[src/design/upq_pkg.sv]
// ----------------------------------------------------------------------------
// upq_pkg
// Shared types, codes and defaults for the unsorted priority queue.
// ----------------------------------------------------------------------------
package upq_pkg;

  localparam int DEPTH_DEF         = 16;
  localparam int PAYLOAD_WIDTH_DEF = 32;

  localparam int OP_W   = 2;
  localparam int ST_W   = 2;
  localparam int PRIO_W = 32;
  localparam int WORD_W = 32;

  // opcodes
  localparam logic [OP_W-1:0] OP_INSERT = 2'd0;
  localparam logic [OP_W-1:0] OP_REMOVE = 2'd1;
  localparam logic [OP_W-1:0] OP_CLEAR  = 2'd2;

  // result status
  localparam logic [ST_W-1:0] ST_OK    = 2'd0;
  localparam logic [ST_W-1:0] ST_FULL  = 2'd1;
  localparam logic [ST_W-1:0] ST_EMPTY = 2'd2;

  typedef struct packed {
    logic            cap;        // capture input item
    logic            set_st;     // load status, zero the result fields
    logic [ST_W-1:0] st;
    logic            ins;        // append request entry
    logic            clr;        // empty the store
    logic            scan_init;  // point at newest entry, arm first compare
    logic            scan_rd;    // read entry, step pointer down
    logic            sh_init;    // point just above the removed entry
    logic            sh_rd;      // read entry, step pointer up (write uses the registered read)
    logic            dec;        // count down after remove
    logic            out_load;   // load the output register
  } upq_cmd_t;

  typedef struct packed {
    logic [OP_W-1:0] op;
    logic            full;
    logic            empty;
    logic            idx_zero;
    logic            idx_last;
    logic            best_last;
  } upq_sts_t;

endpackage

[src/design/upq_if.sv]
// ----------------------------------------------------------------------------
// upq_in_if / upq_out_if
// Valid/ready channels for requests and results of the priority queue.
// ----------------------------------------------------------------------------
interface upq_in_if;
  logic                         valid;
  logic                         ready;
  logic [upq_pkg::OP_W-1:0]     opcode;
  logic signed [upq_pkg::PRIO_W-1:0] priority_req;
  logic [upq_pkg::WORD_W-1:0]   payload;

  modport source (output valid, opcode, priority_req, payload, input ready);
  modport sink   (input valid, opcode, priority_req, payload, output ready);
endinterface

interface upq_out_if #(
  parameter int OCC_W = 5
);
  logic                         valid;
  logic                         ready;
  logic [upq_pkg::ST_W-1:0]     status;
  logic signed [upq_pkg::PRIO_W-1:0] out_priority;
  logic [upq_pkg::WORD_W-1:0]   out_payload;
  logic [OCC_W-1:0]             occupancy;

  modport source (output valid, status, out_priority, out_payload, occupancy,
                  input ready);
  modport sink   (input valid, status, out_priority, out_payload, occupancy,
                  output ready);
endinterface

[src/design/upq_datapath.sv]
// ----------------------------------------------------------------------------
// upq_datapath
// Entry store, scan compare, shift-down copy and result/output registers.
// ----------------------------------------------------------------------------
module upq_datapath #(
  parameter int DEPTH         = upq_pkg::DEPTH_DEF,
  parameter int PAYLOAD_WIDTH = upq_pkg::PAYLOAD_WIDTH_DEF,
  localparam int AW = (DEPTH > 1) ? $clog2(DEPTH) : 1,
  localparam int CW = $clog2(DEPTH + 1)
) (
  input  logic                            clk_i,
  input  logic                            rst_ni,
  input  upq_pkg::upq_cmd_t               cmd_i,
  output upq_pkg::upq_sts_t               sts_o,
  input  logic [upq_pkg::OP_W-1:0]        opcode_i,
  input  logic [upq_pkg::PRIO_W-1:0]      prio_i,
  input  logic [upq_pkg::WORD_W-1:0]      payload_i,
  output logic [upq_pkg::ST_W-1:0]        status_o,
  output logic [upq_pkg::PRIO_W-1:0]      out_prio_o,
  output logic [upq_pkg::WORD_W-1:0]      out_payload_o,
  output logic [CW-1:0]                   occupancy_o
);

  logic [upq_pkg::PRIO_W-1:0] prio_mem [DEPTH];
  logic [PAYLOAD_WIDTH-1:0]   pay_mem  [DEPTH];

  logic [upq_pkg::OP_W-1:0]   op_q;
  logic [upq_pkg::PRIO_W-1:0] req_prio_q;
  logic [PAYLOAD_WIDTH-1:0]   req_pay_q;
  logic [CW-1:0]              cnt_q;
  logic [AW-1:0]              idx_q;
  logic [AW-1:0]              rd_idx_q;
  logic [upq_pkg::PRIO_W-1:0] rd_prio_q;
  logic [PAYLOAD_WIDTH-1:0]   rd_pay_q;
  logic                       rd_scan_q;
  logic                       rd_shift_q;
  logic                       first_q;
  logic [AW-1:0]              best_q;
  logic [upq_pkg::PRIO_W-1:0] best_prio_q;
  logic [PAYLOAD_WIDTH-1:0]   best_pay_q;
  logic [upq_pkg::ST_W-1:0]   status_q;

  logic [upq_pkg::ST_W-1:0]   out_status_q;
  logic [upq_pkg::PRIO_W-1:0] out_prio_q;
  logic [upq_pkg::WORD_W-1:0] out_pay_q;
  logic [CW-1:0]              out_occ_q;

  logic                       rd_en;
  logic                       wr_en;
  logic [AW-1:0]              wr_addr;
  logic [upq_pkg::PRIO_W-1:0] wr_prio;
  logic [PAYLOAD_WIDTH-1:0]   wr_pay;
  logic                       take;

  assign rd_en   = cmd_i.scan_rd | cmd_i.sh_rd;
  assign wr_en   = cmd_i.ins | rd_shift_q;
  // shift copies entry i+1 down into slot i
  assign wr_addr = cmd_i.ins ? cnt_q[AW-1:0] : rd_idx_q - AW'(1);
  assign wr_prio = cmd_i.ins ? req_prio_q : rd_prio_q;
  assign wr_pay  = cmd_i.ins ? req_pay_q  : rd_pay_q;

  // strict compare while scanning newest to oldest keeps the newest on ties
  assign take = rd_scan_q && (first_q || ($signed(rd_prio_q) < $signed(best_prio_q)));

  always_ff @(posedge clk_i) begin
    if (wr_en) begin
      prio_mem[wr_addr] <= wr_prio;
      pay_mem[wr_addr]  <= wr_pay;
    end
    if (rd_en) begin
      rd_prio_q <= prio_mem[idx_q];
      rd_pay_q  <= pay_mem[idx_q];
    end
  end

  always_ff @(posedge clk_i or negedge rst_ni) begin
    if (!rst_ni) begin
      cnt_q      <= '0;
      rd_scan_q  <= 1'b0;
      rd_shift_q <= 1'b0;
      first_q    <= 1'b0;
    end else begin
      rd_scan_q  <= cmd_i.scan_rd;
      rd_shift_q <= cmd_i.sh_rd;
      if (cmd_i.scan_init) begin
        first_q <= 1'b1;
      end else if (rd_scan_q) begin
        first_q <= 1'b0;
      end
      if (cmd_i.clr) begin
        cnt_q <= '0;
      end else if (cmd_i.ins) begin
        cnt_q <= cnt_q + CW'(1);
      end else if (cmd_i.dec) begin
        cnt_q <= cnt_q - CW'(1);
      end
    end
  end

  always_ff @(posedge clk_i) begin
    if (cmd_i.cap) begin
      op_q       <= opcode_i;
      req_prio_q <= prio_i;
      req_pay_q  <= PAYLOAD_WIDTH'(payload_i);
    end
    if (cmd_i.scan_init) begin
      idx_q <= AW'(cnt_q - CW'(1));
    end else if (cmd_i.scan_rd) begin
      idx_q <= idx_q - AW'(1);
    end else if (cmd_i.sh_init) begin
      idx_q <= best_q + AW'(1);
    end else if (cmd_i.sh_rd) begin
      idx_q <= idx_q + AW'(1);
    end
    if (rd_en) begin
      rd_idx_q <= idx_q;
    end
    if (cmd_i.set_st) begin
      status_q    <= cmd_i.st;
      best_prio_q <= '0;
      best_pay_q  <= '0;
    end else if (take) begin
      best_q      <= rd_idx_q;
      best_prio_q <= rd_prio_q;
      best_pay_q  <= rd_pay_q;
    end
    if (cmd_i.out_load) begin
      out_status_q <= status_q;
      out_prio_q   <= best_prio_q;
      out_pay_q    <= upq_pkg::WORD_W'(best_pay_q);
      out_occ_q    <= cnt_q;
    end
  end

  assign sts_o.op        = op_q;
  assign sts_o.full      = (cnt_q == CW'(DEPTH));
  assign sts_o.empty     = (cnt_q == '0);
  assign sts_o.idx_zero  = (idx_q == '0);
  assign sts_o.idx_last  = (CW'(idx_q) == cnt_q - CW'(1));
  assign sts_o.best_last = (CW'(best_q) == cnt_q - CW'(1));

  assign status_o      = out_status_q;
  assign out_prio_o    = out_prio_q;
  assign out_payload_o = out_pay_q;
  assign occupancy_o   = out_occ_q;

endmodule

[src/design/upq_ctrl.sv]
// ----------------------------------------------------------------------------
// upq_ctrl
// Sequencer: decodes an item, runs scan and shift passes, hands off result.
// ----------------------------------------------------------------------------
module upq_ctrl (
  input  logic              clk_i,
  input  logic              rst_ni,
  input  logic              in_valid_i,
  output logic              in_ready_o,
  input  logic              out_ready_i,
  output logic              out_valid_o,
  output upq_pkg::upq_cmd_t cmd_o,
  input  upq_pkg::upq_sts_t sts_i
);

  localparam logic [2:0] S_IDLE    = 3'd0;
  localparam logic [2:0] S_DEC     = 3'd1;
  localparam logic [2:0] S_SCAN    = 3'd2;
  localparam logic [2:0] S_SCAN_END = 3'd3;
  localparam logic [2:0] S_SH_INIT = 3'd4;
  localparam logic [2:0] S_SHIFT   = 3'd5;
  localparam logic [2:0] S_FIN     = 3'd6;
  localparam logic [2:0] S_RESP    = 3'd7;

  logic [2:0] state_q, state_d;
  logic       out_valid_q, out_valid_d;
  logic       out_free;

  assign out_free    = !out_valid_q || out_ready_i;
  assign in_ready_o  = (state_q == S_IDLE);
  assign out_valid_o = out_valid_q;

  always_comb begin
    state_d = state_q;
    cmd_o   = '0;
    cmd_o.st = upq_pkg::ST_OK;
    case (state_q)
      S_IDLE: begin
        if (in_valid_i) begin
          cmd_o.cap = 1'b1;
          state_d   = S_DEC;
        end
      end
      S_DEC: begin
        cmd_o.set_st = 1'b1;
        state_d      = S_RESP;
        case (sts_i.op)
          upq_pkg::OP_INSERT: begin
            if (sts_i.full) begin
              cmd_o.st = upq_pkg::ST_FULL;
            end else begin
              cmd_o.ins = 1'b1;
            end
          end
          upq_pkg::OP_REMOVE: begin
            if (sts_i.empty) begin
              cmd_o.st = upq_pkg::ST_EMPTY;
            end else begin
              cmd_o.scan_init = 1'b1;
              state_d         = S_SCAN;
            end
          end
          upq_pkg::OP_CLEAR: begin
            cmd_o.clr = 1'b1;
          end
          default: begin
          end
        endcase
      end
      S_SCAN: begin
        cmd_o.scan_rd = 1'b1;
        if (sts_i.idx_zero) begin
          state_d = S_SCAN_END;
        end
      end
      S_SCAN_END: begin
        // last compare lands this cycle
        state_d = S_SH_INIT;
      end
      S_SH_INIT: begin
        if (sts_i.best_last) begin
          state_d = S_FIN;
        end else begin
          cmd_o.sh_init = 1'b1;
          state_d       = S_SHIFT;
        end
      end
      S_SHIFT: begin
        cmd_o.sh_rd = 1'b1;
        if (sts_i.idx_last) begin
          state_d = S_FIN;
        end
      end
      S_FIN: begin
        // trailing shift write completes here
        cmd_o.dec = 1'b1;
        state_d   = S_RESP;
      end
      S_RESP: begin
        if (out_free) begin
          cmd_o.out_load = 1'b1;
          state_d        = S_IDLE;
        end
      end
      default: begin
        state_d = S_IDLE;
      end
    endcase
  end

  always_comb begin
    out_valid_d = out_valid_q;
    if (out_valid_q && out_ready_i) begin
      out_valid_d = 1'b0;
    end
    if (cmd_o.out_load) begin
      out_valid_d = 1'b1;
    end
  end

  always_ff @(posedge clk_i or negedge rst_ni) begin
    if (!rst_ni) begin
      state_q     <= S_IDLE;
      out_valid_q <= 1'b0;
    end else begin
      state_q     <= state_d;
      out_valid_q <= out_valid_d;
    end
  end

endmodule

[src/design/unsorted_priority_queue_unit.sv]
// ----------------------------------------------------------------------------
// unsorted_priority_queue_unit
// Priority queue over an unsorted entry store with linear remove-min scan.
// ----------------------------------------------------------------------------
//
//  channel  dir  item fields
//  -------  ---  ------------------------------------------------------
//  in_i     in   opcode, priority_req, payload
//  out_o    out  status, out_priority, out_payload, occupancy
//
//  Insert, clear, a dropped insert, an empty remove and an unused opcode go
//  straight from decode to the output load. Remove-min scans the N entries
//  held, then closes the gap above the removed slot k (one store read per
//  cycle). The next item can be accepted in the cycle after the load.
//  A result waits in the output register while the next item runs, which only
//  stalls at its end if that register is still full. Reset clears count and
//  control; the store is not cleared (only entries below the count are read).
//
module unsorted_priority_queue_unit #(
  parameter int DEPTH         = upq_pkg::DEPTH_DEF,
  parameter int PAYLOAD_WIDTH = upq_pkg::PAYLOAD_WIDTH_DEF
) (
  input  logic      clk_i,
  input  logic      rst_ni,
  upq_in_if.sink    in_i,
  upq_out_if.source out_o
);

  localparam int CW = $clog2(DEPTH + 1);

  upq_pkg::upq_cmd_t cmd;
  upq_pkg::upq_sts_t sts;
  logic [CW-1:0]     occupancy;

  upq_ctrl u_ctrl (
    .clk_i       (clk_i),
    .rst_ni      (rst_ni),
    .in_valid_i  (in_i.valid),
    .in_ready_o  (in_i.ready),
    .out_ready_i (out_o.ready),
    .out_valid_o (out_o.valid),
    .cmd_o       (cmd),
    .sts_i       (sts)
  );

  upq_datapath #(
    .DEPTH         (DEPTH),
    .PAYLOAD_WIDTH (PAYLOAD_WIDTH)
  ) u_datapath (
    .clk_i         (clk_i),
    .rst_ni        (rst_ni),
    .cmd_i         (cmd),
    .sts_o         (sts),
    .opcode_i      (in_i.opcode),
    .prio_i        (in_i.priority_req),
    .payload_i     (in_i.payload),
    .status_o      (out_o.status),
    .out_prio_o    (out_o.out_priority),
    .out_payload_o (out_o.out_payload),
    .occupancy_o   (occupancy)
  );

  assign out_o.occupancy = occupancy;

  // a dropped insert only happens with the store at capacity
  a_full_at_depth: assert property (@(posedge clk_i) disable iff (!rst_ni)
    (out_o.valid && out_o.status == upq_pkg::ST_FULL) |-> occupancy == CW'(DEPTH))
    else $error("full status with occupancy below depth");

  // an empty remove returns zero fields and an empty store
  a_empty_zero: assert property (@(posedge clk_i) disable iff (!rst_ni)
    (out_o.valid && out_o.status == upq_pkg::ST_EMPTY) |->
      (out_o.out_priority == '0 && out_o.out_payload == '0 && occupancy == '0))
    else $error("empty status with nonzero result");

  // one item in work at a time
  a_no_back_to_back: assert property (@(posedge clk_i) disable iff (!rst_ni)
    (in_i.valid && in_i.ready) |=> !in_i.ready)
    else $error("accepted an item while busy");

  // count never passes capacity
  a_occ_bound: assert property (@(posedge clk_i) disable iff (!rst_ni)
    out_o.valid |-> occupancy <= CW'(DEPTH))
    else $error("occupancy above depth");

endmodule
[src/flat_wrapper.sv]
// flat-port wrapper written by rule: the top's interface ports become plain ports
module unsorted_priority_queue_unit_flat 
#(
  parameter int DEPTH         = upq_pkg::DEPTH_DEF,
  parameter int PAYLOAD_WIDTH = upq_pkg::PAYLOAD_WIDTH_DEF
)
  (clk_i, rst_ni, in_i_valid, in_i_opcode, in_i_priority_req, in_i_payload, in_i_ready, out_o_valid, out_o_status, out_o_out_priority, out_o_out_payload, out_o_occupancy, out_o_ready);
  upq_in_if in_i_i ();
  upq_out_if out_o_i ();
  input  logic clk_i;
  input  logic rst_ni;
  input wire logic [$bits(in_i_i.valid)-1:0] in_i_valid;
  input wire logic [$bits(in_i_i.opcode)-1:0] in_i_opcode;
  input wire logic [$bits(in_i_i.priority_req)-1:0] in_i_priority_req;
  input wire logic [$bits(in_i_i.payload)-1:0] in_i_payload;
  output wire logic [$bits(in_i_i.ready)-1:0] in_i_ready;
  output wire logic [$bits(out_o_i.valid)-1:0] out_o_valid;
  output wire logic [$bits(out_o_i.status)-1:0] out_o_status;
  output wire logic [$bits(out_o_i.out_priority)-1:0] out_o_out_priority;
  output wire logic [$bits(out_o_i.out_payload)-1:0] out_o_out_payload;
  output wire logic [$bits(out_o_i.occupancy)-1:0] out_o_occupancy;
  input wire logic [$bits(out_o_i.ready)-1:0] out_o_ready;
  assign in_i_i.valid = in_i_valid;
  assign in_i_i.opcode = in_i_opcode;
  assign in_i_i.priority_req = in_i_priority_req;
  assign in_i_i.payload = in_i_payload;
  assign in_i_ready = in_i_i.ready;
  assign out_o_valid = out_o_i.valid;
  assign out_o_status = out_o_i.status;
  assign out_o_out_priority = out_o_i.out_priority;
  assign out_o_out_payload = out_o_i.out_payload;
  assign out_o_occupancy = out_o_i.occupancy;
  assign out_o_i.ready = out_o_ready;
  unsorted_priority_queue_unit #(.DEPTH(DEPTH), .PAYLOAD_WIDTH(PAYLOAD_WIDTH)) u_core (.clk_i(clk_i), .rst_ni(rst_ni), .in_i(in_i_i), .out_o(out_o_i));
endmodule
[config.mk]
export PLATFORM = sky130hd
export DESIGN_NAME = unsorted_priority_queue_unit_flat
export DESIGN_NICKNAME = d
export VERILOG_FILES = /design/src/design/upq_pkg.sv /design/src/design/upq_if.sv /design/src/design/upq_datapath.sv /design/src/design/upq_ctrl.sv /design/src/design/unsorted_priority_queue_unit.sv /design/src/flat_wrapper.sv
export SDC_FILE = /design/constraint.sdc
export NUM_CORES = 1
export LEC_CHECK = 0
export BUFFER_PORTS_ARGS = -buffer_cell sky130_fd_sc_hd__buf_2
export CAP_MARGIN = 20
export CORE_ASPECT_RATIO = 0.9
export CORE_UTILIZATION = 25
export DETAILED_ROUTE_END_ITERATION = 8
export PLACE_DENSITY = 0.43
export SYNTH_ARGS = -nofsm -noshare
export SYNTH_HDL_FRONTEND = slang
export SYNTH_SLANG_ARGS = --single-unit
[constraint.sdc]
create_clock -name clk_i -period 15.5 [get_ports clk_i]
set_input_delay 3.1 -clock clk_i [delete_from_list [all_inputs] [get_ports clk_i]]
set_output_delay 3.1 -clock clk_i [all_outputs]
set_load 0.03 [all_outputs]
== Yosys cells after proc, flatten, opt, wreduce, memory -nomap -nowiden ==
Memories as Yosys holds them, arrays and structs flattened. A register that Yosys moved wholly into a read port is not among the register bits.
Index checks and enable logic that the tools add are counted.

* Register bits: 227
* Memory bits (writable): 1024
* Word-level logic and storage cells: 104
* Memories: 2

* Add/subtract/negate cells: 6
* Magnitude comparators: 1
* Equality and inequality tests: 16
* Muxes and demuxes: 42
* Bitwise gates (word level): 3
* Reduce and logical (&&, ||, !) cells: 15

{| class="wikitable"
|+ Memory list
! name !! depth !! bits a word !! read ports !! clocked after memory_dff !! write ports !! line !! text
|-
| u_core.u_datapath.pay_mem || 16 || 32 || 1 || 1 || 1 || upq_datapath.sv:25 || <nowiki>logic [PAYLOAD_WIDTH-1:0] pay_mem [DEPTH];</nowiki>
|-
| u_core.u_datapath.prio_mem || 16 || 32 || 1 || 1 || 1 || upq_datapath.sv:24 || <nowiki>logic [upq_pkg::PRIO_W-1:0] prio_mem [DEPTH];</nowiki>
|}

{| class="wikitable"
|+ Operator list
! operator !! count
|-
| $mux 32 || 2
|-
| $lt 32x32->1 || 1
|-
| $pmux 3 s8 || 1
|-
| $mux 1 || 21
|-
| $mux 4 || 5
|-
| $mux 3 || 6
|-
| $mux 5 || 3
|-
| $eq 3x3->1 const B || 4
|-
| $eq 4x5->1 || 2
|-
| $add 4x1->4 const B || 2
|-
| $sub 4x1->4 const B || 2
|-
| $eq 3x2->1 const B || 2
|-
| $mux 6 || 1
|-
| $add 5x1->5 const B || 1
|-
| $eq 5x5->1 const B || 1
|-
| $logic_not 5->1 || 1
|-
| $sub 5x1->5 const B || 1
|-
| $logic_not 4->1 || 1
|-
| $mux 2 || 2
|-
| $ne 2x1->1 const B || 2
|-
| $ne 2x2->1 const B || 2
|-
| $pmux 2 s2 || 1
|-
| $reduce_and 4->1 || 1
|-
| $reduce_bool 2->1 || 2
|-
| 13 further kinds || 16
|}

== Longest topological paths before layout ==
* Depth in word-level cells: 7
* Gate-level depth with buffers: 13

== Hierarchy ==
From an unflattened synthesis, not the netlist that was laid out.

* Cells, all modules: 2761
* Area total of the unflattened synthesis: 51234.1 um2

{| class="wikitable"
|+ Modules (own cells, without submodules)
! module !! times used !! cells an instance !! area an instance (um2) !! seq. area each (um2)
|-
| upq_datapath || 1 || 2713 || 50873.8 || 38687.1
|-
| upq_ctrl || 1 || 48 || 360.3 || 100.1
|}

== Worst setup path before layout ==
No wires, ideal clock.

* Path kind: in2reg
* Start point: input port out_o_ready
* End point: register u_core.u_datapath.out_occ_q[0] (netlist: u_core.u_datapath.occupancy_o[0]) (enable)
* Library setup time: 508 ps
* Arrival: 6390 ps
* Data required time: 14992 ps
* Setup slack: 8601 ps
* Stages on the path: 2
* Buffers on the path: 0
* Cell sequence: nand2b_1 > nor2b_1

{| class="wikitable"
|+ RTL lines
! item !! line !! text
|-
| from (decl) || flat_wrapper.sv:22 || <nowiki>input wire logic [$bits(out_o_i.ready)-1:0] out_o_ready;</nowiki>
|-
| to (signal assigned) || upq_datapath.sv:131 || <nowiki>out_occ_q <= cnt_q;</nowiki>
|-
| to (decl) || upq_datapath.sv:46 || <nowiki>logic [CW-1:0] out_occ_q;</nowiki>
|}

== Worst setup path in the final report ==
* Start point: register u_core.u_ctrl.state_q[0]
* End point: memory u_core.u_datapath.pay_mem[11][4] (netlist name) (enable)

* Cells in the longest elaborated chain, start to end: 5

{| class="wikitable"
|+ Ends and longest elaborated chain
! item !! line !! text
|-
| from (decl) || upq_ctrl.sv:25 || <nowiki>logic [2:0] state_q, state_d;</nowiki>
|-
| from (signal assigned) || upq_ctrl.sv:126 || <nowiki>state_q <= state_d;</nowiki>
|-
| $eq 3x1->1 (*) || upq_ctrl.sv:37 || <nowiki>case (state_q)</nowiki>
|-
| $mux 6 (*) || upq_ctrl.sv:37 ||
|-
| $or 1x1->1 || upq_datapath.sv:56 || <nowiki>assign wr_en = cmd_i.ins | rd_shift_q;</nowiki>
|-
| $mux 1 || upq_datapath.sv:66 || <nowiki>if (wr_en) begin</nowiki>
|-
| $mux 1 (not written as such) || upq_datapath.sv:68 || <nowiki>pay_mem[wr_addr] <= wr_pay;</nowiki>
|-
| to (decl) || upq_datapath.sv:25 ||
|}

Mark *: on every way between the ends. The rest lies on a longest branch, timed or not.

==> results.md <==
- Status: finished with violations
- Failing checks: design-rule violations
- Syn avg cell area: ~17 um2
- Dpl cells: about 5,600
- H-tree levels: 4
- Seq/Total Area, Yosys: 0.762
- Drt initial violations: 2,029
- Max-slew headroom: 0.249
- CP most frequent cell: buf_4
- DIE AREA: 0.205 mm2
- GR Layer Usage met2: 0.223
- Post-synthesis async set-or-reset flop share: 0.00913
- CTS Buf Count: 148
- Vias in the first global route: 27,300
- Most frequent cell after synthesis: edfxtp_1
- Crit Path Max Fanout: just under 50
- Reg clk slew, reported paths: roughly 0.060 ns
- Hold-fix buffers at CTS: 0
- GRT overflow: 0
- Worst endpoint required time: around 16 ns
- Slowest CP cell: buf_4
- Synth unique cells: 60
- Post-synth top area share: 0.731
- Post-route ant nets: 0
- Final #Nets: approximately 3,200
- Kind of critical path: flip-flop to flip-flop
- Worst Skew: about 0.049 ns
- Synth Area in Adders: 0.00909
- WL final: roughly 140,000 um
- Die Y-Extent: 430 um
- Crit-path max cell delay: about 0.84 ns
- Complex-gate fraction of the synthesized area: 0.0621
- Average wire per standard cell: approximately 24 um
- Residual DRC: 42
- CTS Sinks: roughly 1,300
- Busiest metal layer after global routing: met2
- Post-CTS setup buffer count: 0
- Initial Util: 0.252
- Power Dens Cells: between 200 and 250 mW/mm2
- Share of cells above drive strength 1: 0.196
- Skew-Pair Late Insertion Delay: between 0.7 and 0.8 ns
- Area Overhead vs Synth: 17.2%
- Commonest cells post-synth: edfxtp_1, nand2_1, mux2i_1
- Drt via density: between 4 and 5
- Global placement routability congestion: ~0.7
- Peak supply drop: 213 uV
- Fillers: ~20,000
- Largest area contributor in the synthesized netlist: edfxtp_1
- Clock Path Buffers: 3
- Max-Cap Viols: 0
- Slew @ Worst Pin: ~1.1 ns
- Drt pass-1 iters: 7
- P_leak: a little under 20 nW
- Main combinational cell family by area after synthesis: multiplexers
- Post-synth EDFFs: 1,239
- Final TNS setup: 0 ns
- Final Setup Violations: 0
- WHS: between 0.4 and 0.5 ns
- Slew Viols, Final: 0
- Post-CTS resize count: 0
- CP cell instances: nor4b_1, and3b_4, buf_4, a31oi_1, nor2_4, buf_4
- Seq cells post-synth: between 1,000 and 1,500
- Max Clk Rate: ~190 MHz
- Post-Syn Area: slightly above 0.05 mm2
- GRT met3 Usage: 0.0243
- Final std cells w/o fill: 5,905
- Post-synth top flop: edfxtp_1
- Placeable Area: between 0.2 and 0.25 mm2
- Part of the cycle the worst path needs: 0.344
- Post-DP HPWL: between 80,000 and 90,000 um
- Rows: between 150 and 200
- IO Port Bufs: ~140
- Io pins: about 140
- Post-Syn Instances: 2,912
- Multiplexer area fraction after synthesis: 0.109
- Vias after detailed routing: around 27,000
- Die W: ~480 um
- Worst setup SP type: flip-flop
- Min-delay worst type: flip-flop to flip-flop
- RSZ-0062 raised after global routing: false
- Post-Synth XOR/XNOR Area: 0.00327
- Final Hold Fails: 0
- Ranking of synthesized cells by area: edfxtp_1, mux4_2, mux2i_1, dfxtp_1, nand2_1
- Largest net degree at the start of global routing: about 110
- Crit end category: flip-flop
- Minimum clock period: roughly 5.3 ns
- Synth warn: 0
- Root Driver: clkbuf_16
- Overall Global Routing Usage: 0.138
- TritonCTS clock tree: built
- Syn Nets: 3,019
- Initial antenna violation count: 3
- First-pass GRT wire length: roughly 200,000 um
- Synth Area in Simple Gates: 0.0358
- CP arrival: 5.70 ns
- M1 GR Usage: 0.192
-- per-layer routing --
metal / vias to the layer above / wire, um / part of all wire
met5: - / 0 / 0
met4: 0 / 2530 / 0.018
met3: 167 / 5660 / 0.040
met2: 539 / 67300 / 0.47
met1: 14000 / 67400 / 0.47
li1: 11900 / - / -
-- through the flow --
| stage | power [W] | worst slack (ns) | util | area [um2] |
|---|---|---|---|---|
| 5_1_grt | 0.0134 | 9.81 | 0.296 | 59600 |
| 3_3_place_gp | 0.00945 | 10.17 | 0.272 | 54800 |
| 4_1_cts | 0.0130 | 10.07 | 0.296 | 59600 |
| 6_report | 0.0128 | 10.18 | 0.296 | 59600 |
| 3_5_place_dp | 0.00946 | 10.10 | 0.272 | 54800 |
| 2_1_floorplan | 0.00790 | 8.60 | - | 50900 |
-- worst max-delay path, delay by kind of cell (launching register included) --
| family | cells | cell delay (ns) |
|---|---|---|
| AND/OR/NAND/NOR | 3 | 2.07 |
| buffers and inverters | 2 | 1.63 |
| flip-flops | 1 | 0.61 |
| AO/OA/AOI/OAI | 1 | 0.49 |
-- final timing paths --
kind                       slack, ns                                    endpoint  depth (start not counted)                                   startpoint
max in group asynchronous      13.02      u_core.u_datapath.cnt_q[1]$_DFFE_PN0P_                          1                                       rst_ni
min                             0.42     u_core.u_datapath.status_o[0]$_DFFE_PP_                          0  u_core.u_datapath.status_q[0]$_SDFFCE_PN0P_
min reg2reg                     0.42     u_core.u_datapath.status_o[0]$_DFFE_PP_                          0  u_core.u_datapath.status_q[0]$_SDFFCE_PN0P_
max                            10.18  u_core.u_datapath.pay_mem[11][4]$_DFFE_PP_                          6         u_core.u_ctrl.state_q[0]$_DFFE_PN0P_
max reg2reg                    10.18  u_core.u_datapath.pay_mem[11][4]$_DFFE_PP_                          6         u_core.u_ctrl.state_q[0]$_DFFE_PN0P_
min in group asynchronous       2.23      u_core.u_datapath.cnt_q[2]$_DFFE_PN0P_                          1                                       rst_ni
-- kinds of logic after synthesis --
| kind of cell | count (synthesis) |
|---|---|
| muxes | 386 |
| AOI/OAI and AO/OA | 521 |
| and+or+nand+nor | 426 |
| xor gates and xnor gates | 19 |
| adders and majority gates | 37 |
| DFF | 1315 |
| buffers and inverters | 208 |
-- state kept, by name, indices dropped and copies added (netlist names), 4 cells and up --
name and count:
u_core.u_datapath.pay_mem 512, u_core.u_datapath.prio_mem 512, u_core.u_datapath.best_pay_q 32, u_core.u_datapath.best_prio_q 32, u_core.u_datapath.out_payload_o 32, u_core.u_datapath.out_prio_o 32
u_core.u_datapath.rd_pay_q 32, u_core.u_datapath.rd_prio_q 32, u_core.u_datapath.req_pay_q 32, u_core.u_datapath.req_prio_q 32, u_core.u_datapath.cnt_q 5, u_core.u_datapath.occupancy_o 5
u_core.u_datapath.best_q 4, u_core.u_datapath.idx_q 4, u_core.u_datapath.rd_idx_q 4
-- area by class of cell --
class | count | area (um2) | area share
Inverter | 44 | 166 | 0.00279
Tap cell | 2686 | 3360 | 0.0564
Clock buffer | 204 | 4070 | 0.0682
Antenna cell | 2 | 5.00 | 0.0000839
Multi-Input combinational cell | 1389 | 11300 | 0.190
Timing Repair Buffer | 198 | 1170 | 0.0196
Sequential cell | 1315 | 38800 | 0.650
Clock inverter | 67 | 732 | 0.0123
-- placed cells by master (no fill, tap or decap), types with 7 or more instances in the layout --
cell       instances
inv_6              7
mux2_2            64
a22oi_1           64
clkbuf_1          43
clkbuf_16        150
buf_2            142
nand2_1          217
ha_1              37
nor2_4            18
clkinv_1          19
edfxtp_1        1239
inv_1             43
bufinv_16         10
a21oi_1          142
a221oi_1          64
clkbuf_8          11
mux2i_1          194
xnor2_1           14
nor2_1            76
dfrtp_1           12
buf_4             53
clkinv_2          22
nand3_1           72
o21ai_0          100
a21o_1             8
mux4_2           128
nor3_1             9
dfxtp_1           64
o21ai_1          113
-- power by group --
| group | internal (W) | leakage (nW) | switching [W] | total (W) |
|---|---|---|---|---|
| registers | 0.00514 | 11.9 | 0.000324 | 0.00546 |
| clock network | 0.00202 | 2.34 | 0.00145 | 0.00346 |
| logic | 0.00120 | 5.26 | 0.00265 | 0.00385 |
| total | 0.00835 | 19.5 | 0.00442 | 0.0128 |
Power figures use the tool's default switching activity.
